===== src/design/tled_ram.sv =====
// ----------------------------------------------------------------------------
// tled_ram
// Generic single-write, single-read memory with a registered read port.
// ----------------------------------------------------------------------------
module tled_ram #(
  parameter int WIDTH = 8,
  parameter int DEPTH = 256
) (
  input  logic                     clk,
  input  logic                     wr_en,
  input  logic [$clog2(DEPTH)-1:0] wr_addr,
  input  logic [WIDTH-1:0]         wr_data,
  input  logic                     rd_en,
  input  logic [$clog2(DEPTH)-1:0] rd_addr,
  output logic [WIDTH-1:0]         rd_data
);

  logic [WIDTH-1:0] mem [DEPTH];

  always_ff @(posedge clk) begin
    if (wr_en) begin
      mem[wr_addr] <= wr_data;
    end
    if (rd_en) begin
      rd_data <= mem[rd_addr];
    end
  end

endmodule


===== config.mk =====
export PLATFORM = sky130hd
export DESIGN_NAME = tled_ram
export DESIGN_NICKNAME = d
export VERILOG_FILES = /design/src/design/tled_ram.sv
export SDC_FILE = /design/constraint.sdc
export NUM_CORES = 2
export LEC_CHECK = 0
export ABC_AREA = 1
export BUFFER_PORTS_ARGS = -buffer_cell sky130_fd_sc_hd__buf_2
export CAP_MARGIN = 20
export CORE_ASPECT_RATIO = 1.75
export CORE_MARGIN = 5
export CORE_UTILIZATION = 57
export DETAILED_ROUTE_END_ITERATION = 8
export PLACE_DENSITY = 0.79
export REMOVE_ABC_BUFFERS = 1
export SLEW_MARGIN = 20
export SYNTH_ARGS = -nofsm -noshare
export SYNTH_HDL_FRONTEND = slang
export SYNTH_SLANG_ARGS = --single-unit

===== constraint.sdc =====
create_clock -name clk -period 1.8 [get_ports clk]
set_input_delay 0.36 -clock clk [delete_from_list [all_inputs] [get_ports clk]]
set_output_delay 0.36 -clock clk [all_outputs]
set_load 0.01 [all_outputs]

==> impl_metrics.py <==
metrics = {
    "synthesis": {
        "avgSynthCellArea_um2": 11.92,
        "netlist-cell-type-count": 13,
        "synthTopCellsByArea": "edfxtp_1, nand3_1, nand2_1, buf_2, nor2_1",
        "ys_ff_latch": 2056,
        "ys_warn_count": 0,
        "synthCells": 7003,
        "yosysTopAreaCell": "edfxtp_1",
        "seq_area_frac_synth_pct": 73.96,
        "synth.top_cell.area_share_pct": 73.96,
        "synth_area_um2": 83480,
    },
    "setup_path": {
        "worstPathCellList": "buf_2",
        "required_ns": 1.44,
        "max_stage_delay_ns": 0.56,
        "critPathBufInv": 1,
        "cp.depth": 1,
        "cp-start-kind": "flop",
        "critPathTopFamily": "flip-flops",
        "end_kind": "primary output",
        "cp_slowest_cell": "edfxtp_1",
        "crit_arrival_ns": 1.60,
        "critical_path.max_fanout": 1,
        "ff2ff_path_depth": 10,
        "crit_type": "reg -> out",
    },
    "timing": {
        "hold_viol_final": 0,
        "tightest_slew_ns": 0.6609,
        "max_freq_ghz": 0.5111,
        "post-route-period-util_pct": 108.7,
        "skew_ns": 0.03119,
        "final_max_slew_viol_count": 0,
        "tns_ns": -0.6910,
        "slew-limit-headroom_pct": 55.89,
        "finalSetupViolations": 11,
        "final.min_clock_period_ns": 1.957,
        "fin_ws_ns": -0.1568,
        "grt_setup_unrepaired": "yes",
    },
    "drt": {
        "drt_wl_total_mm": 247.3,
        "dr.pass1.iters": 9,
        "drt-initial-drc-count": 9089,
        "wl_per_cell_um": 26.09,
        "drc_errors": 5,
        "vias": 60200,
        "viasPerCell": 6.350,
        "drtAntennaViolNets": 0,
    },
    "cts": {
        "cts-root-buf": "clkbuf_16",
        "cts_max_path_buffers": 3,
        "htreeDepth": 4,
        "tritoncts": "done",
        "cts_sinks": 2056,
        "clk_latency_ns": 0.81,
        "cts-buffers-inserted": 161,
        "clk_pin_slew_ns": 0.07,
    },
    "floorplanning": {
        "rows": 185,
        "die_h_um": 516.2,
        "core_area_um2": 145400,
        "die-area_um2": 154500,
        "die_w_um": 299.3,
        "ios": 35,
        "initial_utilization_pct": 57.43,
    },
    "final_layout": {
        "fin_area_um2": 97730,
        "drive_gt1_share_pct": 15.47,
        "layout_common_cells": "nand2_1, edfxtp_1, nand3_1, buf_4, nor2_1",
        "num-fill-cells": 9225,
        "final_common_cell": "nand2_1",
        "nNetsFinal": 7494,
        "final_cells": 9479,
        "area_growth_pct": 17.08,
    },
    "place": {
        "dpl_cell_area_um2": 91180,
        "gp_congestion": 0.9548,
        "place_hpwl_mm": 154.7,
        "dp_cells": 9153,
        "place_ws_ns": -1.076,
        "port_buffers": 34,
    },
    "global_routing": {
        "grt_max_degree": 81,
        "grt_pass1_vias": 59210,
        "antenna_found_initial": 6,
        "overflow": 0,
        "track_usage_pct": 31.28,
        "grt_first_pass_wirelength_mm": 361.0,
    },
    "run": {
        "drv_cap": 0,
    },
    "power_and_ir_drop": {
        "cellPowerDensity_nw_per_um2": 976.2,
        "power_mw": 95.41,
        "p_leak_nw": 35.22,
        "ir_worst_vdd_mv": 0.8628,
    },
    "hold_path": {
        "hold_class": "in -> reg",
        "holdPathStages": 4,
    },
    "outcome": {
        "violations": "design-rule violations, negative setup slack",
        "status": "complete, but fails checks",
    },
}
power by group:
part | internal (mW) | total [mW] | leakage [nW] | switching (mW)
registers | 52.7 | 52.8 | 18.5 | 0.0611
logic | 2.36 | 7.60 | 14.3 | 5.25
clock network | 18.5 | 35.0 | 2.47 | 16.5
total | 73.6 | 95.4 | 35.2 | 21.8
area by class of cell:
cell class / count / area, um2 / area share [%]
diodes: 9 / 22.52 / 0.02304
clock buffers: 198 / 4253 / 4.352
clock inverters: 98 / 849.6 / 0.8693
inverters: 39 / 190.2 / 0.1946
multi-input cells: 4425 / 20180 / 20.65
flip-flops and latches: 2056 / 61740 / 63.17
well taps: 1870 / 2340 / 2.394
repair buffers: 782 / 8134 / 8.323
repair inverters: 2 / 22.52 / 0.02304
layer usage:
| layer | GRT usage [%] | part of all wire, % | vias up | wire, um |
|---|---|---|---|---|
| met1 | 35.05 | 30 | 28630 | 74880 |
| li1 | - | - | 25770 | - |
| met3 | 5.940 | 11 | 1252 | 26600 |
| met2 | 52.69 | 49 | 4537 | 121100 |
| met4 | 24.63 | 10 | 2 | 24700 |
| met5 | 0 | 0.0089 | - | 22 |
worst paths after layout:
check | start | slack [ns] | end
max | rd_data[2]$_DFFE_PP_ | -0.16 | rd_data[2]
min | rd_addr[7] | 0.20 | rd_data[3]$_DFFE_PP_
max reg2reg | mem[159][7]$_DFFE_PP_ | -0.02 | rd_data[7]$_DFFE_PP_
min reg2reg | mem[154][3]$_DFFE_PP_ | 1.06 | rd_data[3]$_DFFE_PP_
kinds of logic (layout without fill, tap and decap cells):
group	Yosys count	count (layout)	share of synthesized area [%]
and+or+nand+nor	4425	4425	22.92
DFF	2056	2056	73.96
buffers and inverters	522	1119	3.116
other	0	9	0
cell usage after synthesis (all sizes together):
| cell type | n |
|---|---|
| clkbuf | 112 |
| edfxtp | 2056 |
| inv | 39 |
| nand3 | 2019 |
| buf | 371 |
| nor2 | 283 |
| nand2 | 2123 |
flip-flops by register name (all words and copies together), names as in the netlist:
name,cells
mem,2048
rd_data,8
through the flow:
step                      hold WS, ns  utilization [%]
after floorplan                0.4589                -
after global placement         0.6775            62.72
after detailed placement       0.6860            62.72
after CTS                      0.1319            66.61
after global routing           0.1875            67.22
final                          0.2004            67.23
what timing repair did:
item,in CTS,in global routing
gates cloned,1,5
endpoints found under the hold margin,129,0
setup buffers,0,6
hold buffers,9,0
gates resized for setup,85,137
pin swaps,5,26
endpoints found under the setup margin,14,13
No activity file was read; power rests on OpenSTA's default activity.
