$ cat src/design/tled_pkg.sv
// ----------------------------------------------------------------------------
// tled_pkg
// Shared constants, codes and types of the two-level event dispatch block.
// ----------------------------------------------------------------------------
package tled_pkg;

  localparam int NUM_PORTS = 4096;
  localparam int WORD_BITS = 64;
  localparam int NUM_CPUS  = 4;

  localparam int PORT_W   = 12;
  localparam int CPU_W    = 2;
  localparam int WORD_W   = 6;
  localparam int ACTION_W = 4;

  localparam int ADDR_W = $clog2(NUM_PORTS);
  localparam int SPAN_W = PORT_W + 1;
  localparam int BCNT_W = $clog2(WORD_BITS + 1);

  typedef enum logic [ACTION_W-1:0] {
    ACT_RAISE       = 4'd0,
    ACT_MASK        = 4'd1,
    ACT_UNMASK      = 4'd2,
    ACT_CLEAR       = 4'd3,
    ACT_BIND        = 4'd4,
    ACT_UNBIND      = 4'd5,
    ACT_SET_OWNER   = 4'd6,
    ACT_READ_MISSED = 4'd7,
    ACT_CLOSE       = 4'd8,
    ACT_SERVICE     = 4'd9
  } action_t;

  typedef enum logic [1:0] {
    KIND_ACK       = 2'd0,
    KIND_DELIVERED = 2'd1,
    KIND_MISSED    = 2'd2,
    KIND_IDLE      = 2'd3
  } kind_t;

  typedef struct packed {
    logic             pending;
    logic             mask;
    logic [CPU_W-1:0] owner;
    logic             bound;
    logic             missed;
  } entry_t;

  localparam int ENTRY_W = $bits(entry_t);

  typedef struct packed {
    logic [PORT_W-1:0] port;
    kind_t             kind;
    logic              missed;
    logic              last;
  } res_t;

endpackage

$ cat src/design/tled_obuf.sv
// ----------------------------------------------------------------------------
// tled_obuf
// Output register that holds one result until the consumer takes it.
// ----------------------------------------------------------------------------
module tled_obuf
  import tled_pkg::*;
(
  input  logic              clk,
  input  logic              rst,
  input  logic              push,
  input  res_t              res,
  output logic              ready,
  output logic              out_valid,
  input  logic              out_stall,
  output logic [PORT_W-1:0] result_port,
  output logic [1:0]        kind,
  output logic              missed_flag,
  output logic              last
);

  logic full;
  res_t data;

  assign ready = !full || !out_stall;

  always_ff @(posedge clk) begin
    if (rst) begin
      full <= 1'b0;
    end else if (push) begin
      full <= 1'b1;
    end else if (!out_stall) begin
      full <= 1'b0;
    end
  end

  always_ff @(posedge clk) begin
    if (push) begin
      data <= res;
    end
  end

  assign out_valid   = full;
  assign result_port = data.port;
  assign kind        = data.kind;
  assign missed_flag = data.missed;
  assign last        = data.last;

endmodule

$ cat config.mk
export PLATFORM = sky130hd
export DESIGN_NAME = tled_obuf
export DESIGN_NICKNAME = d
export VERILOG_FILES = /design/src/design/tled_pkg.sv /design/src/design/tled_obuf.sv
export SDC_FILE = /design/constraint.sdc
export NUM_CORES = 1
export LEC_CHECK = 0
export BUFFER_PORTS_ARGS = -buffer_cell sky130_fd_sc_hd__buf_2
export CAP_MARGIN = 40
export CELL_PAD_IN_SITES_DETAIL_PLACEMENT = 0
export CELL_PAD_IN_SITES_GLOBAL_PLACEMENT = 1
export CORE_AREA = 2 2 43 52
export CTS_CLUSTER_DIAMETER = 80
export CTS_CLUSTER_SIZE = 12
export DETAILED_ROUTE_END_ITERATION = 10
export DIE_AREA = 0 0 45 54
export GPL_ROUTABILITY_DRIVEN = 0
export HOLD_SLACK_MARGIN = 0.03
export PLACE_DENSITY = 0.76
export SLEW_MARGIN = 20
export SYNTH_ARGS = -nofsm -noshare
export SYNTH_HDL_FRONTEND = slang
export SYNTH_SLANG_ARGS = --single-unit
$ cat constraint.sdc
create_clock -name clk -period 0.8 [get_ports clk]
set_input_delay 0.16 -clock clk [delete_from_list [all_inputs] [get_ports clk]]
set_output_delay 0.16 -clock clk [all_outputs]
set_load 0.01 [all_outputs]
==> results_tabular.tex <==
\begin{tabular}{lr}
\hline
Metric & Value \\
\hline
\multicolumn{2}{l}{\textbf{GRT}} \\
Largest net degree at the start of global routing & 18 \\
Gr usage total & 9.783\% \\
Initial antenna violation count & 0 \\
Total congestion overflow & 0 \\
Global-route wire length before repair & $\sim$1.6 mm \\
Number of global-route vias before repair & about 370 \\
\multicolumn{2}{l}{\textbf{Logic synthesis}} \\
Number of distinct library cells after synthesis & 5 \\
Post-Synthesis Cells & 20 \\
Warnings from Yosys & 0 \\
Number of register bits inferred by synthesis & 17 \\
Cell Area, Synth & 513.0 µm² \\
Post-Syn Area per Cell & 25.65 µm² \\
Net Count, Synth & 40 \\
Sequential area share after synthesis & 97.56\% \\
\multicolumn{2}{l}{\textbf{Power}} \\
Peak supply drop & 0.9209 mV \\
Power share of the sequential group & a little under two thirds \\
Internal power summed over all cells & 1.327 mW \\
Leakage power & 0.3357 nW \\
Part of the power in combinational logic & roughly a tenth \\
Switching part of the total power & 20.87\% \\
Net switching component of the power & roughly 350 µW \\
Power density over the cells & 2187 mW/mm² \\
Clk pwr share & 26.0\% \\
Total power & 1.677 mW \\
\multicolumn{2}{l}{\textbf{Layout}} \\
Final design utilization & 38.70\% \\
Count of antenna diodes in the layout & 0 \\
Most frequent cells in the layout & 36 x sky130\_fd\_sc\_hd\_\_buf\_2, 16 x sky130\_fd\_sc\_hd\_\_edfxtp\_1, 3 x sky130\_fd\_sc\_hd\_\_clkbuf\_4 \\
Most common cell after layout, fill and taps aside & sky130\_fd\_sc\_hd\_\_buf\_2 \\
Net count reported at finish & just over 80 \\
Fin area & around 770 µm² \\
Layout overhead on the synthesized area & 49.51\% \\
Non-filler cells in the finished layout & 82 \\
Share of post-route cells with drive strength above 1 & around 66\% \\
\multicolumn{2}{l}{\textbf{STA}} \\
Actual transition at the worst max-transition pin & 0.3638 ns \\
Setup repair after global routing missed its margin & true \\
Maximum clock rate & 1000 MHz \\
Normalized max-slew margin & 75.74\% \\
Number of max-slew violations in the final report & 0 \\
Period utilisation layout & 125.0\% \\
Post-route minimum period & between 0.9 and 1 ns \\
Total negative slack & -2.711 ns \\
Smallest hold slack & 0.04925 ns \\
\# setup viols final & 18 \\
Final worst-path setup slack & -0.2000 ns \\
Fin Clk Skew & 0 ns \\
Final hold violations & 0 \\
\multicolumn{2}{l}{\textbf{Worst setup path}} \\
Worst endpoint data arrival time & $\sim$0.84 ns \\
Top delay family on crit path & flip-flops \\
Count of buffering cells on the critical path with inverters included & 1 \\
Highest-delay cell along the critical path & sky130\_fd\_sc\_hd\_\_edfxtp\_1 \\
Required @ worst endpoint & around 0.64 ns \\
Biggest cell delay along the critical path & 0.40 ns \\
Crit path capture type & output pin \\
Maximum fanout along the worst path & 1 \\
CP Launch Type & flip-flop \\
Cell chain of the critical path & buf\_2 \\
Critical path type & flip-flop to output pin \\
\multicolumn{2}{l}{\textbf{Route}} \\
Total vias in the final route & approximately 350 \\
DRT iter0 DRCs & 0 \\
Average vias per placed instance & roughly 4.2 \\
Antenna violation net count after detailed routing & 0 \\
TritonRoute pass-1 iters & 1 \\
Wire length per cell & roughly 12 µm \\
DRC errors left & 0 \\
Overall routed net length & slightly above 1 mm \\
\multicolumn{2}{l}{\textbf{Floorplanning}} \\
Overall die height & 54 µm \\
Area enclosed by the die boundary & approximately 0.0024 mm² \\
Initial cell density of the core & 25.88\% \\
Top-level I/O count & 38 \\
Die Width & 45 µm \\
Core area & 0.001982 mm² \\
Standard-cell row count & 18 \\
\multicolumn{2}{l}{\textbf{Placement}} \\
Count of buffers inserted at the top-level ports & 37 \\
Total placed instance area & between 700 and 800 µm² \\
Number of placed instances with taps included & 77 \\
Estimated wirelength of the detail-placed design & 795.6 µm \\
Setup slack at placement & -0.04401 ns \\
\multicolumn{2}{l}{\textbf{CTS}} \\
TritonCTS Sinks & 17 \\
Number of H-tree levels & 1 \\
Latest clock arrival within the worst-skew pair & 0.28 ns \\
Clock tree root buffer cell & sky130\_fd\_sc\_hd\_\_clkbuf\_4 \\
Number of buffers inserted during clock tree synthesis & 3 \\
CTS tree & yes \\
Clock transition at the registers of the reported paths & 0.09 ns \\
Maximum number of buffers from clock root to sink & 2 \\
\multicolumn{2}{l}{\textbf{Job}} \\
Number of max-capacitance violations reported & 0 \\
\multicolumn{2}{l}{\textbf{Run status}} \\
Outcome & complete, but fails checks \\
Failing checks & negative setup slack \\
\multicolumn{2}{l}{\textbf{Min path}} \\
Min-Delay Path Class & input port to flip-flop \\
\hline
\end{tabular}
path summary, 6_finish.rpt:
check,end,cells after the start,slack (ns),start
worst max-delay path,result_port[8],1,-0.20,result_port[8]
worst min-delay path,missed_flag,1,0.05,res[1]
worst max register to register,out_valid,2,0.18,out_valid
worst min register to register,out_valid,2,0.53,out_valid
cell usage after synthesis:
library cell               count  area, µm²
sky130_fd_sc_hd__nor2_1        1      3.750
sky130_fd_sc_hd__edfxtp_1     16      480.5
sky130_fd_sc_hd__nand2_1       1      3.750
sky130_fd_sc_hd__dfxtp_1       1      20.02
sky130_fd_sc_hd__a21oi_1       1      5.000
what timing repair did:
action,4_1_cts,5_1_grt
endpoints found under the hold margin,1,0
hold buffers,1,0
gates cloned,0,0
setup endpoints to repair,18,18
setup buffers,0,0
gates resized for setup,2,0
metal layers:
metal  routed length, µm  global-route usage (%)
met5                   0                       0
met4                  16                   8.824
met3                 170                   4.362
met2                 409                   13.57
met1                 421                   11.09
power by group through the flow:
stage	Combinational (mW)	Clock (mW)	Sequential [mW]
2_1_floorplan	0.00506	0	1.13
3_3_place_gp	0.167	0	1.09
3_5_place_dp	0.172	0	1.09
4_1_cts	0.180	0.461	1.07
5_1_grt	0.195	0.489	1.07
6_report	0.175	0.436	1.07
final cells by class:
type | instances | area (µm²)
repair buffers | 38 | 201.4
flip-flops and latches | 17 | 501.7
fillers | 205 | 1215
well taps | 20 | 25.02
multi-input cells | 3 | 12.51
clock buffers | 4 | 26.28
cell families (layout without fill, tap and decap cells):
family,Yosys count,in the layout,synth area share (%)
flops,17,17,97.56
simple gates,2,2,1.462
compound gates,1,1,0.9747
buf+inv,0,42,0
flip-flops by register name, indices dropped and copies added (netlist names):
name / flops
kind: 2
missed_flag: 1
out_valid: 1
result_port: 12
last: 1
(Power assumes the default switching activity.)
