$ cat src/design/tled_pkg.sv
// ----------------------------------------------------------------------------
// tled_pkg
// Shared constants, codes and types of the two-level event dispatch block.
// ----------------------------------------------------------------------------
package tled_pkg;

  localparam int NUM_PORTS = 4096;
  localparam int WORD_BITS = 64;
  localparam int NUM_CPUS  = 4;

  localparam int PORT_W   = 12;
  localparam int CPU_W    = 2;
  localparam int WORD_W   = 6;
  localparam int ACTION_W = 4;

  localparam int ADDR_W = $clog2(NUM_PORTS);
  localparam int SPAN_W = PORT_W + 1;
  localparam int BCNT_W = $clog2(WORD_BITS + 1);

  typedef enum logic [ACTION_W-1:0] {
    ACT_RAISE       = 4'd0,
    ACT_MASK        = 4'd1,
    ACT_UNMASK      = 4'd2,
    ACT_CLEAR       = 4'd3,
    ACT_BIND        = 4'd4,
    ACT_UNBIND      = 4'd5,
    ACT_SET_OWNER   = 4'd6,
    ACT_READ_MISSED = 4'd7,
    ACT_CLOSE       = 4'd8,
    ACT_SERVICE     = 4'd9
  } action_t;

  typedef enum logic [1:0] {
    KIND_ACK       = 2'd0,
    KIND_DELIVERED = 2'd1,
    KIND_MISSED    = 2'd2,
    KIND_IDLE      = 2'd3
  } kind_t;

  typedef struct packed {
    logic             pending;
    logic             mask;
    logic [CPU_W-1:0] owner;
    logic             bound;
    logic             missed;
  } entry_t;

  localparam int ENTRY_W = $bits(entry_t);

  typedef struct packed {
    logic [PORT_W-1:0] port;
    kind_t             kind;
    logic              missed;
    logic              last;
  } res_t;

endpackage

$ cat src/design/tled_ctrl.sv
// ----------------------------------------------------------------------------
// tled_ctrl
// Sequencer that clears the port table, applies port actions and scans one
// pending word per service request, one port at a time.
// ----------------------------------------------------------------------------
module tled_ctrl
  import tled_pkg::*;
(
  input  logic                clk,
  input  logic                rst,
  input  logic                accept,
  input  logic [ACTION_W-1:0] action,
  input  logic [PORT_W-1:0]   port,
  input  logic [CPU_W-1:0]    cpu,
  input  logic [WORD_W-1:0]   word_index,
  output logic                idle,
  output logic                ram_wr_en,
  output logic [ADDR_W-1:0]   ram_wr_addr,
  output logic [ENTRY_W-1:0]  ram_wr_data,
  output logic                ram_rd_en,
  output logic [ADDR_W-1:0]   ram_rd_addr,
  input  logic [ENTRY_W-1:0]  ram_rd_data,
  input  logic                out_ready,
  output logic                push,
  output res_t                res
);

  typedef enum logic [5:0] {
    ST_CLEAR   = 6'b000001,
    ST_IDLE    = 6'b000010,
    ST_ACT     = 6'b000100,
    ST_SCAN_RD = 6'b001000,
    ST_SCAN_EV = 6'b010000,
    ST_FINISH  = 6'b100000
  } state_t;

  state_t              state, state_next;
  logic [ADDR_W-1:0]   clr_addr, clr_addr_next;
  logic [ACTION_W-1:0] req_action, req_action_next;
  logic [PORT_W-1:0]   req_port, req_port_next;
  logic [CPU_W-1:0]    req_cpu, req_cpu_next;
  logic [SPAN_W-1:0]   p_cur, p_cur_next;
  logic [BCNT_W-1:0]   b_cnt, b_cnt_next;
  res_t                held, held_next;
  logic                held_valid, held_valid_next;

  entry_t rd_entry;
  entry_t new_entry;
  logic   port_ok;
  logic   cpu_ok;
  logic   eligible;
  logic   scan_done;

  assign rd_entry  = entry_t'(ram_rd_data);
  assign port_ok   = int'(req_port) < NUM_PORTS;
  assign cpu_ok    = int'(req_cpu) < NUM_CPUS;
  assign eligible  = rd_entry.pending && !rd_entry.mask && (rd_entry.owner == req_cpu);
  assign scan_done = (b_cnt == BCNT_W'(WORD_BITS)) || (int'(p_cur) >= NUM_PORTS) || !cpu_ok;
  assign idle      = (state == ST_IDLE);

  always_comb begin
    new_entry = rd_entry;
    case (req_action)
      ACT_RAISE:       new_entry.pending = 1'b1;
      ACT_MASK:        new_entry.mask = 1'b1;
      ACT_UNMASK:      new_entry.mask = 1'b0;
      ACT_CLEAR:       new_entry.pending = 1'b0;
      ACT_BIND:        new_entry.bound = 1'b1;
      ACT_UNBIND: begin
        new_entry.bound  = 1'b0;
        new_entry.missed = 1'b0;
      end
      ACT_SET_OWNER: begin
        if (cpu_ok) begin
          new_entry.owner = req_cpu;
        end
      end
      ACT_READ_MISSED: new_entry.missed = 1'b0;
      ACT_CLOSE: begin
        new_entry.pending = 1'b0;
        new_entry.mask    = 1'b1;
        new_entry.owner   = '0;
        new_entry.bound   = 1'b0;
        new_entry.missed  = 1'b0;
      end
      default: new_entry = rd_entry;
    endcase
  end

  always_comb begin
    state_next      = state;
    clr_addr_next   = clr_addr;
    req_action_next = req_action;
    req_port_next   = req_port;
    req_cpu_next    = req_cpu;
    p_cur_next      = p_cur;
    b_cnt_next      = b_cnt;
    held_next       = held;
    held_valid_next = held_valid;
    ram_wr_en       = 1'b0;
    ram_wr_addr     = clr_addr;
    ram_wr_data     = '0;
    ram_rd_en       = 1'b0;
    ram_rd_addr     = port[ADDR_W-1:0];
    push            = 1'b0;
    res             = held;

    case (state)
      ST_CLEAR: begin
        ram_wr_en     = 1'b1;
        clr_addr_next = clr_addr + 1'b1;
        if (clr_addr == ADDR_W'(NUM_PORTS - 1)) begin
          state_next = ST_IDLE;
        end
      end
      ST_IDLE: begin
        if (accept) begin
          req_action_next = action;
          req_port_next   = port;
          req_cpu_next    = cpu;
          p_cur_next      = SPAN_W'(word_index) * SPAN_W'(WORD_BITS);
          b_cnt_next      = '0;
          held_valid_next = 1'b0;
          if (action == ACT_SERVICE) begin
            state_next = ST_SCAN_RD;
          end else begin
            ram_rd_en  = 1'b1;
            state_next = ST_ACT;
          end
        end
      end
      ST_ACT: begin
        if (out_ready) begin
          ram_wr_en   = port_ok && (req_action inside {[ACT_RAISE:ACT_CLOSE]});
          ram_wr_addr = req_port[ADDR_W-1:0];
          ram_wr_data = new_entry;
          push        = 1'b1;
          res.port    = req_port;
          res.kind    = KIND_ACK;
          res.missed  = port_ok && (req_action == ACT_READ_MISSED) && rd_entry.missed;
          res.last    = 1'b1;
          state_next  = ST_IDLE;
        end
      end
      ST_SCAN_RD: begin
        if (scan_done) begin
          state_next = ST_FINISH;
        end else begin
          ram_rd_en   = 1'b1;
          ram_rd_addr = p_cur[ADDR_W-1:0];
          state_next  = ST_SCAN_EV;
        end
      end
      ST_SCAN_EV: begin
        if (!eligible) begin
          p_cur_next = p_cur + 1'b1;
          b_cnt_next = b_cnt + 1'b1;
          state_next = ST_SCAN_RD;
        end else if (!held_valid || out_ready) begin
          push                = held_valid;
          ram_wr_en           = 1'b1;
          ram_wr_addr         = p_cur[ADDR_W-1:0];
          ram_wr_data         = rd_entry;
          ram_wr_data[ENTRY_W-1] = 1'b0;
          if (!rd_entry.bound) begin
            ram_wr_data[0] = 1'b1;
          end
          held_next.port   = p_cur[PORT_W-1:0];
          held_next.kind   = rd_entry.bound ? KIND_DELIVERED : KIND_MISSED;
          held_next.missed = 1'b0;
          held_next.last   = 1'b0;
          held_valid_next  = 1'b1;
          p_cur_next       = p_cur + 1'b1;
          b_cnt_next       = b_cnt + 1'b1;
          state_next       = ST_SCAN_RD;
        end
      end
      ST_FINISH: begin
        if (out_ready) begin
          push = 1'b1;
          if (held_valid) begin
            res.last = 1'b1;
          end else begin
            res.port   = '0;
            res.kind   = KIND_IDLE;
            res.missed = 1'b0;
            res.last   = 1'b1;
          end
          held_valid_next = 1'b0;
          state_next      = ST_IDLE;
        end
      end
      default: state_next = ST_CLEAR;
    endcase
  end

  always_ff @(posedge clk) begin
    if (rst) begin
      state      <= ST_CLEAR;
      clr_addr   <= '0;
      held_valid <= 1'b0;
    end else begin
      state      <= state_next;
      clr_addr   <= clr_addr_next;
      held_valid <= held_valid_next;
    end
  end

  always_ff @(posedge clk) begin
    req_action <= req_action_next;
    req_port   <= req_port_next;
    req_cpu    <= req_cpu_next;
    p_cur      <= p_cur_next;
    b_cnt      <= b_cnt_next;
    held       <= held_next;
  end

endmodule

$ cat config.mk
export PLATFORM = sky130hd
export DESIGN_NAME = tled_ctrl
export DESIGN_NICKNAME = d
export VERILOG_FILES = /design/src/design/tled_pkg.sv /design/src/design/tled_ctrl.sv
export SDC_FILE = /design/constraint.sdc
export NUM_CORES = 1
export LEC_CHECK = 0
export CAP_MARGIN = 25
export CORE_ASPECT_RATIO = 1.75
export CORE_MARGIN = 2
export CORE_UTILIZATION = 55
export DETAILED_ROUTE_END_ITERATION = 8
export DONT_BUFFER_PORTS = 1
export MAX_ROUTING_LAYER = met4
export PLACE_DENSITY = 0.7
export SYNTH_ARGS = -nofsm -noshare
export SYNTH_HDL_FRONTEND = slang
export SYNTH_SLANG_ARGS = --single-unit
$ cat constraint.sdc
create_clock -name clk -period 2.9 [get_ports clk]
set_input_delay 0.435 -clock clk [delete_from_list [all_inputs] [get_ports clk]]
set_output_delay 0.435 -clock clk [all_outputs]
set_load 0.05 [all_outputs]
==> impl_metrics.env, run 1 <==
export IMPL_status="complete, no violations"
export IMPL_wl_met2_mm=5.78
export IMPL_clock_skew_ps=5.55
export IMPL_first_pass_iters=4
export IMPL_htreeDepth=3
export IMPL_yosysSeqAreaShare_pct=51.2
export IMPL_postSynth_asyncResetShare_pct=0
export IMPL_ys_seq_elements=71
export IMPL_synth_area_sq_um=3800
export IMPL_max_freq_mhz=346
export IMPL_initial_core_util_pct=56.2
export IMPL_critPathKind="reg -> out"
export IMPL_peakVddDrop_uv=446
export IMPL_root_buffer="clkbuf_16"
export IMPL_top_layer="met4"
export IMPL_dp_hpwl_mm=7.24
export IMPL_antennaDiodeCount=0
export IMPL_antenna_found_initial=0
export IMPL_maxSlewHeadroom_pct=64.6
export IMPL_grt_ovfl_total=0
export IMPL_powerDensity_nw_per_um2=488
export IMPL_crit_path_top_delay_cell="or4b_4"
export IMPL_design_die_area_sq_um=7610
export IMPL_synth_edff_count=52
export IMPL_syn_area_per_cell_sq_um=10.4
export IMPL_period_share_pct=99.6
export IMPL_min_period_ps=2890
export IMPL_antenna_left=0
export IMPL_cts_hold_buf=0
export IMPL_critPathRequiredTime_ps=2470
export IMPL_cts_sinks=71
export IMPL_grt_pass1_vias=3006
export IMPL_grt_start_max_net_pins=31
export IMPL_synth_cell_types=55
export IMPL_min_path_type="in -> reg"
export IMPL_ys_warn_count=0
export IMPL_vias_per_cell=6.14
export IMPL_drive_above_1_share_pct=22.4
export IMPL_p_total_mw=2.39
export IMPL_track_usage_pct=27.7
export IMPL_path_clk_slew_ps=50
export IMPL_final_max_slew_viol_count=0
export IMPL_wl_mm=9.86
export IMPL_die_w_um=66.8
export IMPL_clk_latency_ps=330
export IMPL_rows=40
export IMPL_leakagePower_nw=1.82
export IMPL_area_delta_synth_final_pct=29.3
export IMPL_drc=0
export IMPL_die_h_um=114
export IMPL_synthCells=364
export IMPL_whs_ps=173
export IMPL_wl_met1_mm=3.41
export IMPL_cp_arrival_ps=2450
export IMPL_grt_pass1_wl_mm=15.0
export IMPL_synthFlopType="edfxtp_1"
export IMPL_crit_path_end_kind="output port"
export IMPL_cp_cell_sequence="xor2_1 > or4b_4 > nor3_4 > buf_6 > o21bai_1 > a32o_2 > buf_12"
export IMPL_tightest_slew_ps=527
export IMPL_core_area_sq_um=6760
export IMPL_maxCapViolCount=0
export IMPL_grt_setup_unrepaired="true"
export IMPL_synth_nets=402
export IMPL_fin_nets=450
export IMPL_cts_made_buffers=9
export IMPL_wl_per_cell_um=19.8
export IMPL_place_congestion=0.920
export IMPL_met3_length_um=444
export IMPL_path_buf_inv=2
export IMPL_path_max_fanout=9
export IMPL_slowest_delay_ps=580
export IMPL_clockBufferDepth=2
export IMPL_portBuffers=0
export IMPL_critical_path_top_delay_family="simple AND/OR/NAND/NOR gates"
export IMPL_drt_iter0_drc=271
export IMPL_vias=3064
export IMPL_finalHoldViolCount=0
export IMPL_ios=84
export IMPL_start_kind="flop"
export IMPL_tritoncts="yes"
export IMPL_finalSetupViolations=0
-- flip-flops by register name, summed over array words and instances (netlist names) --
signal      count
held_valid      1
p_cur          13
req_cpu         2
req_action      4
held           14
req_port       12
clr_addr       12
state           6
b_cnt           7
-- cells by family (layout without fill, tap and decap cells) --
logic type | Yosys count | after routing | synth area share (%)
buf+inv | 20 | 71 | 2.27
simple gates | 156 | 156 | 21.8
fa+ha+maj | 4 | 4 | 1.32
mux | 13 | 13 | 3.82
compound gates | 70 | 70 | 12.8
xor+xnor | 30 | 30 | 6.92
flops | 71 | 71 | 51.2
-- power breakdown --
group,internal [mW],switching (mW)
Combinational,0.131,0.193
Clock,0.561,0.372
Sequential,1.10,0.0340
Total,1.80,0.599
-- synth_stat cells (all sizes together), types with 3 or more instances --
cell    number  area, sq um
nor2        38          143
xnor2        8         70.1
inv          4         15.0
a31oi        3         18.8
xor2        22          193
nand2b       7         43.8
nor3b        3         27.5
and3         8         50.1
a22o        13          114
buf          4         26.3
o21ai       13         65.1
a21oi       14         70.1
nor4         6         65.1
nand3       14         70.1
ha           4         50.1
dfxtp       19          380
and2         4         25.0
nor3         5         36.3
nor2b        5         31.3
nand2       49          184
nand4        3         18.8
mux2        12          135
clkbuf      12         45.0
edfxtp      52         1560
a22oi       11         82.6
-- worst paths after layout --
kind         slack [ps]              to  cells after the start         from
max reg2reg         670       p_cur[10]                      6     state[5]
min                 170     clr_addr[4]                      1          rst
min reg2reg         500     clr_addr[1]                      2  clr_addr[1]
max                  10  ram_wr_data[2]                      7   req_cpu[1]
-- cells in the final DEF (no fill, tap or decap), types with 12 or more instances in the layout --
| cell | Yosys | routed |
|---|---|---|
| mux2_2 | 12 | 12 |
| a21oi_1 | 14 | 14 |
| xor2_1 | 22 | 22 |
| nand3_1 | 14 | 14 |
| buf_4 | 0 | 22 |
| buf_12 | 0 | 29 |
| edfxtp_1 | 52 | 52 |
| dfxtp_1 | 19 | 19 |
| nand2_1 | 49 | 49 |
| nor2_1 | 38 | 38 |
| a22o_1 | 13 | 13 |
-- area by class of cell --
cell class / count / area (sq um)
well taps: 84 / 105
flip-flops and latches: 71 / 1940
clock inverters: 3 / 12.5
repair buffers: 53 / 768
clock buffers: 11 / 233
fillers: 491 / 1850
multi-input cells: 273 / 1830
inverters: 4 / 15.0
-- layer usage --
metal  global-route usage, %  vias up
li1                        -     1436
met1                    28.6     1510
met2                    49.7      102
met3                    4.44       16
met4                    13.1        0
met5                       -        -
-- stage by stage --
step / cell area [sq um] / cells / setup slack [ps] / utilization [%] / setup TNS [ps]
after floorplan: 3810 / 364 / 39.7 / - / 0
after global placement: 4570 / 481 / 312 / 67.6 / 0
after detailed placement: 4570 / 481 / 258 / 67.6 / 0
after CTS: 4830 / 495 / 0.405 / 71.5 / 0
after global routing: 4910 / 499 / -66.9 / 72.7 / -277
final: 4910 / 499 / 11.1 / 72.7 / 0
-- repair_timing --
action,CTS,global route
resized for setup,4,10
pin swaps,0,3
setup endpoints to repair,13,26
buffers inserted,0,4
(Power assumes the default switching activity.)
==> run 2, diff against run 1 <==
CORE_MARGIN = default   (was 2)
PLACE_DENSITY = 0.67   (was 0.7)
==> run 2 against run 1 <==
- the run now ends with setup timing left
- utilization is 3.6 points higher
- final area rose by 2.3%
- largest power group unchanged
- die area is 4.7% lower
- highest routed layer unchanged
- sequential cell count is the same
- critical path depth grew 1
- register-to-register slack lost 130 ps
- via count increased by 1.9%
- first-iteration DRC count increased by 10%
==> impl_metrics.env, run 2 (synthesis results as in run 1) <==
export IMPL_powerDensity_nw_per_um2=499
export IMPL_start_kind="flop"
export IMPL_grt_ovfl_total=0
export IMPL_r2r_start="state[5]"
export IMPL_min_path_type="in -> reg"
export IMPL_final_cells=504
export IMPL_cp_arrival_ps=2540
export IMPL_ios=84
export IMPL_place_congestion=0.937
export IMPL_maxSlewHeadroom_pct=56.1
export IMPL_grt_pass1_vias=3163
export IMPL_pre_cts_ws_ps=190
export IMPL_cts_sinks=71
export IMPL_peakVddDrop_uv=561
export IMPL_fin_nets=456
export IMPL_critPathRequiredTime_ps=2470
export IMPL_rows=39
export IMPL_dp_hpwl_mm=7.17
export IMPL_most_common_layout_cells="edfxtp_1, nand2_1, nor2_1"
export IMPL_r2r_setup_slack_ps=540
export IMPL_clock_skew_ps=6.06
export IMPL_tightest_slew_ps=650
export IMPL_root_buffer="clkbuf_16"
export IMPL_grt_setup_unrepaired="true"
export IMPL_r2r_end="p_cur[9]"
export IMPL_antenna_left=0
export IMPL_crit_path_end_kind="output port"
export IMPL_cts_hold_buf=0
export IMPL_clockBufferDepth=2
export IMPL_antenna_found_initial=0
export IMPL_tritoncts="yes"
export IMPL_violations="setup timing"
export IMPL_antennaDiodeCount=0
export IMPL_regMostFlops="held"
export IMPL_first_pass_iters=5
export IMPL_track_usage_pct=30.2
export IMPL_htreeDepth=3
export IMPL_grt_pass1_wl_mm=15.8
export IMPL_critPathKind="reg -> out"
export IMPL_die_h_um=112
export IMPL_area_delta_synth_final_pct=32.3
export IMPL_largestRegisters="held: 14 flops, p_cur: 13 flops"
export IMPL_drc=0
export IMPL_dp_cells=481
export IMPL_period_share_pct=102
export IMPL_p_total_mw=2.51
export IMPL_vias_per_cell=6.19
export IMPL_drive_above_1_share_pct=24.6
export IMPL_initial_core_util_pct=57.6
export IMPL_final_max_slew_viol_count=0
export IMPL_die_w_um=64.8
export IMPL_path_clk_slew_ps=60
export IMPL_finalSetupViolations=10
export IMPL_design_die_area_sq_um=7250
export IMPL_final_setup_worst_slack_ps=-70.3
export IMPL_portBuffers=0
export IMPL_drt_iter0_drc=299
export IMPL_vias=3122
export IMPL_max_freq_mhz=337
export IMPL_largest_register_ffs=14
export IMPL_wl_mm=10.2
export IMPL_clk_latency_ps=330
export IMPL_status="finished, violations left"
export IMPL_cts_made_buffers=9
export IMPL_leakagePower_nw=1.87
export IMPL_min_to="state[2]"
export IMPL_hp_start="rst"
export IMPL_fin_tns_setup_ps=-373
export IMPL_finalHoldViolCount=0
export IMPL_maxCapViolCount=0
export IMPL_final_common_cell="edfxtp_1"
export IMPL_ff2ff_path_depth=6
export IMPL_fillers=455
export IMPL_hold_depth=1
export IMPL_grt_start_max_net_pins=28
export IMPL_wl_per_cell_um=20.3
export IMPL_min_period_ps=2970
export IMPL_core_area_sq_um=6590
export IMPL_path_max_fanout=7
-- run 2: worst max-delay path: stages (launching register included) --
cell	delay, ps
edfxtp_1	440
xor2_1	220
or4b_4	550
nor3_4	300
buf_6	150
buf_12	110
o21bai_4	120
a32o_2	180
buf_12	140
-- run 2: area by class of cell --
cell class	count	area, sq um	share of cell area, %
sequential	71	1940	38.7
multi-input combinational	273	1850	36.8
timing repair buffer	59	835	16.6
clock buffer	10	229	4.56
tap	82	103	2.04
clock inverter	5	50.0	0.997
inverter	4	15.0	0.299
-- run 2: worst max-delay path by stage --
stage,start,end,depth (start not counted)
2_1_floorplan,state[5],ram_wr_data[5],4
3_3_place_gp,ram_rd_data[3],ram_wr_data[3],7
3_5_place_dp,ram_rd_data[3],ram_wr_data[2],7
4_1_cts,req_cpu[1],ram_wr_addr[0],7
5_1_grt,req_cpu[0],ram_wr_data[2],8
6_report,req_cpu[0],ram_wr_data[2],8
-- run 2: what timing repair did --
item / in CTS / in global routing
setup buffers: 1 / 6
pin swaps: 1 / 11
setup endpoints to repair: 6 / 25
gates cloned: 1 / 1
resized for setup: 2 / 11
-- run 2: per-stage QoR --
stage          cell area [sq um]  hold WS (ps)  util [%]
2_1_floorplan               3810           467         -
3_5_place_dp                4600           506      69.8
6_report                    5020           172      76.2
5_1_grt                     5020           170      76.2
3_3_place_gp                4600           481      69.8
4_1_cts                     4920           163      74.8
-- run 2: routing by layer --
| layer | vias up | global-route usage [%] | share of wire (%) |
|---|---|---|---|
| met5 | - | - | 0 |
| met3 | 26 | 4.00 | 5.4 |
| met2 | 114 | 52.2 | 54 |
| met1 | 1532 | 31.8 | 37 |
| li1 | 1450 | - | - |
| met4 | 0 | 18.1 | 3.4 |
-- run 2: power breakdown --
group | switching, mW | total [mW] | internal (mW) | leakage (nW)
registers | 0.0340 | 1.14 | 1.10 | 0.602
logic | 0.199 | 0.328 | 0.129 | 1.14
clock network | 0.390 | 1.04 | 0.653 | 0.133
==> run 3, diff against run 2 <==
clock period = 3 ns   (was 2.9 ns; I/O delays follow)
==> run 3 against run 2 <==
- the flow still finishes with violations (setup timing)
- first-iteration DRC count down 18%
- critical path depth shrank 1
- final cell count fell by 1.6%
- critical endpoint is now ram_wr_addr[2]
- sequential cell count unchanged
- wire length is 7.4% lower
- largest cell class unchanged
==> impl_metrics.env, run 3 (synthesis results as in run 1) <==
export IMPL_status="finished, violations left"
export IMPL_violations="setup timing"
export IMPL_maxCapViolCount=0
export IMPL_final_max_slew_viol_count=0
export IMPL_period_share_pct=102
export IMPL_multi_input_area_sq_um=1800
export IMPL_fin_tns_setup_ps=-45.2
export IMPL_final_cells=496
export IMPL_dp_hpwl_mm=7.01
export IMPL_clock_power_share_pct=42.1
export IMPL_r2r_setup_slack_ps=760
export IMPL_met3_usage_pct=5.33
export IMPL_path_buf_inv=2
export IMPL_pre_cts_ws_ps=311
export IMPL_drc=0
export IMPL_antenna_left=0
export IMPL_most_common_layout_cells="edfxtp_1, nand2_1, nor2_1"
export IMPL_cts_hold_buf=0
export IMPL_initial_core_util_pct=57.6
export IMPL_grt_pass1_vias=2928
export IMPL_critical_path_top_delay_family="simple AND/OR/NAND/NOR gates"
export IMPL_critPathKind="reg -> out"
export IMPL_maxSlewHeadroom_pct=63.8
export IMPL_wl_mm=9.49
export IMPL_tritoncts="yes"
export IMPL_grt_setup_unrepaired="true"
export IMPL_vias_per_cell=6.16
export IMPL_p_int_mw=1.83
export IMPL_min_period_ps=3050
export IMPL_first_pass_iters=4
export IMPL_fillers=448
export IMPL_slowest_delay_ps=540
export IMPL_crit_path_end_kind="output port"
export IMPL_max_freq_mhz=328
export IMPL_start_kind="flop"
export IMPL_met1_usage_pct=30.1
export IMPL_clock_skew_ps=5.94
export IMPL_largestRegisters="held: 14 flops, p_cur: 13 flops"
export IMPL_min_to="clr_addr[3]"
export IMPL_track_usage_pct=28.8
export IMPL_dp_cells=480
export IMPL_root_buffer="clkbuf_16"
export IMPL_die_h_um=112
export IMPL_cp_arrival_ps=2600
export IMPL_register_area_sq_um=1940
export IMPL_ios=84
export IMPL_rows=39
export IMPL_vias=3055
export IMPL_antenna_found_initial=0
export IMPL_path_max_fanout=27
export IMPL_antennaDiodeCount=0
export IMPL_place_congestion=0.994
export IMPL_core_area_sq_um=6590
export IMPL_cts_sinks=71
export IMPL_critPathRequiredTime_ps=2550
export IMPL_switching_share_pct=24.6
export IMPL_final_util_pct=74.2
export IMPL_ff2ff_path_depth=6
export IMPL_final_setup_worst_slack_ps=-45.2
export IMPL_grt_pass1_wl_mm=15.0
export IMPL_largest_register_ffs=14
export IMPL_powerDensity_nw_per_um2=496
export IMPL_finalHoldViolCount=0
export IMPL_fin_nets=447
export IMPL_r2r_end="p_cur[0]"
export IMPL_gr_usage_met2_pct=50.7
export IMPL_finalSetupViolations=1
export IMPL_cp_cell_sequence="nor4_1 > nand3b_1 > buf_4 > o31ai_1 > a31oi_1 > a221o_1 > buf_12"
export IMPL_peakVddDrop_uv=439
export IMPL_leakagePower_nw=1.79
export IMPL_path_clk_slew_ps=60
export IMPL_drt_iter0_drc=244
export IMPL_grt_busiest_layer="met2"
export IMPL_cts_made_buffers=9
export IMPL_clk_latency_ps=330
export IMPL_seqPwrFrac_pct=45.2
export IMPL_hold_depth=1
export IMPL_p_sw_uw=597
export IMPL_cts_setup_buffers=0
export IMPL_power_frac_comb_pct=12.6
export IMPL_grt_ovfl_total=0
export IMPL_area_delta_synth_final_pct=28.7
export IMPL_wl_per_cell_um=19.1
export IMPL_placed_area_sq_um=4580
export IMPL_die_w_um=64.8
export IMPL_tightest_slew_ps=538
export IMPL_final_common_cell="edfxtp_1"
export IMPL_portBuffers=0
export IMPL_clockBufferDepth=2
export IMPL_drive_above_1_share_pct=21.3
export IMPL_r2r_start="state[5]"
export IMPL_crit_path_top_delay_cell="nor4_1"
export IMPL_min_path_type="in -> reg"
export IMPL_regMostFlops="held"
export IMPL_htreeDepth=3
export IMPL_hp_start="rst"
export IMPL_grt_start_max_net_pins=28
export IMPL_stdcell_area_sq_um=4880
export IMPL_design_die_area_sq_um=7250
-- run 3: cell count changes in the layout (fill, tap and decap cells not counted), moves of 2 or more --
cell / previous run / this run
buf_6: 3 / 0
buf_4: 26 / 20
a32o_2: 2 / 0
a32o_1: 0 / 2
clkbuf_1: 1 / 3
-- run 3: cell type report --
cell class / instances / share of cell area [%]
Timing Repair Buffer: 50 / 15.3
Tap cell: 82 / 2.10
Clock inverter: 4 / 0.948
Sequential cell: 71 / 39.8
Multi-Input combinational cell: 273 / 36.8
Clock buffer: 12 / 4.84
Inverter: 4 / 0.307
-- run 3: worst max path at each step --
stage / startpoint / to / cells past startpoint
finish: state[5] / ram_wr_addr[2] / 7
CTS: req_cpu[1] / ram_wr_data[2] / 7
detailed placement: ram_rd_data[3] / ram_wr_addr[3] / 7
global placement: ram_rd_data[3] / ram_wr_addr[3] / 7
global route: state[5] / ram_wr_addr[2] / 7
floorplan: ram_rd_data[3] / ram_wr_addr[0] / 6
-- run 3: through the flow --
stage / hold slack (ps) / total power [mW]
3_3_place_gp: 479 / 1.42
6_report: 179 / 2.42
3_5_place_dp: 489 / 1.42
2_1_floorplan: 467 / 1.31
4_1_cts: 173 / 2.43
5_1_grt: 172 / 2.49
-- run 3: per-layer routing --
| layer | vias to the layer above | wire (um) |
|---|---|---|
| met5 | - | 0 |
| met4 | 0 | 244 |
| met3 | 18 | 396 |
| met2 | 88 | 5350 |
| met1 | 1514 | 3500 |
| li1 | 1435 | - |
-- run 3: timing repair --
| item | in CTS | in global routing |
|---|---|---|
| gates resized for setup | 1 | 3 |
| endpoints found under the hold margin | 0 | 0 |
| setup endpoints to repair | 4 | 22 |
-- run 3: power by group through the flow --
stage	clock [mW]	combinational [mW]	sequential (mW)
floorplan	0	0.209	1.10
global placement	0	0.300	1.12
detailed placement	0	0.304	1.12
CTS	1.03	0.307	1.10
global route	1.07	0.317	1.10
finish	1.02	0.306	1.10
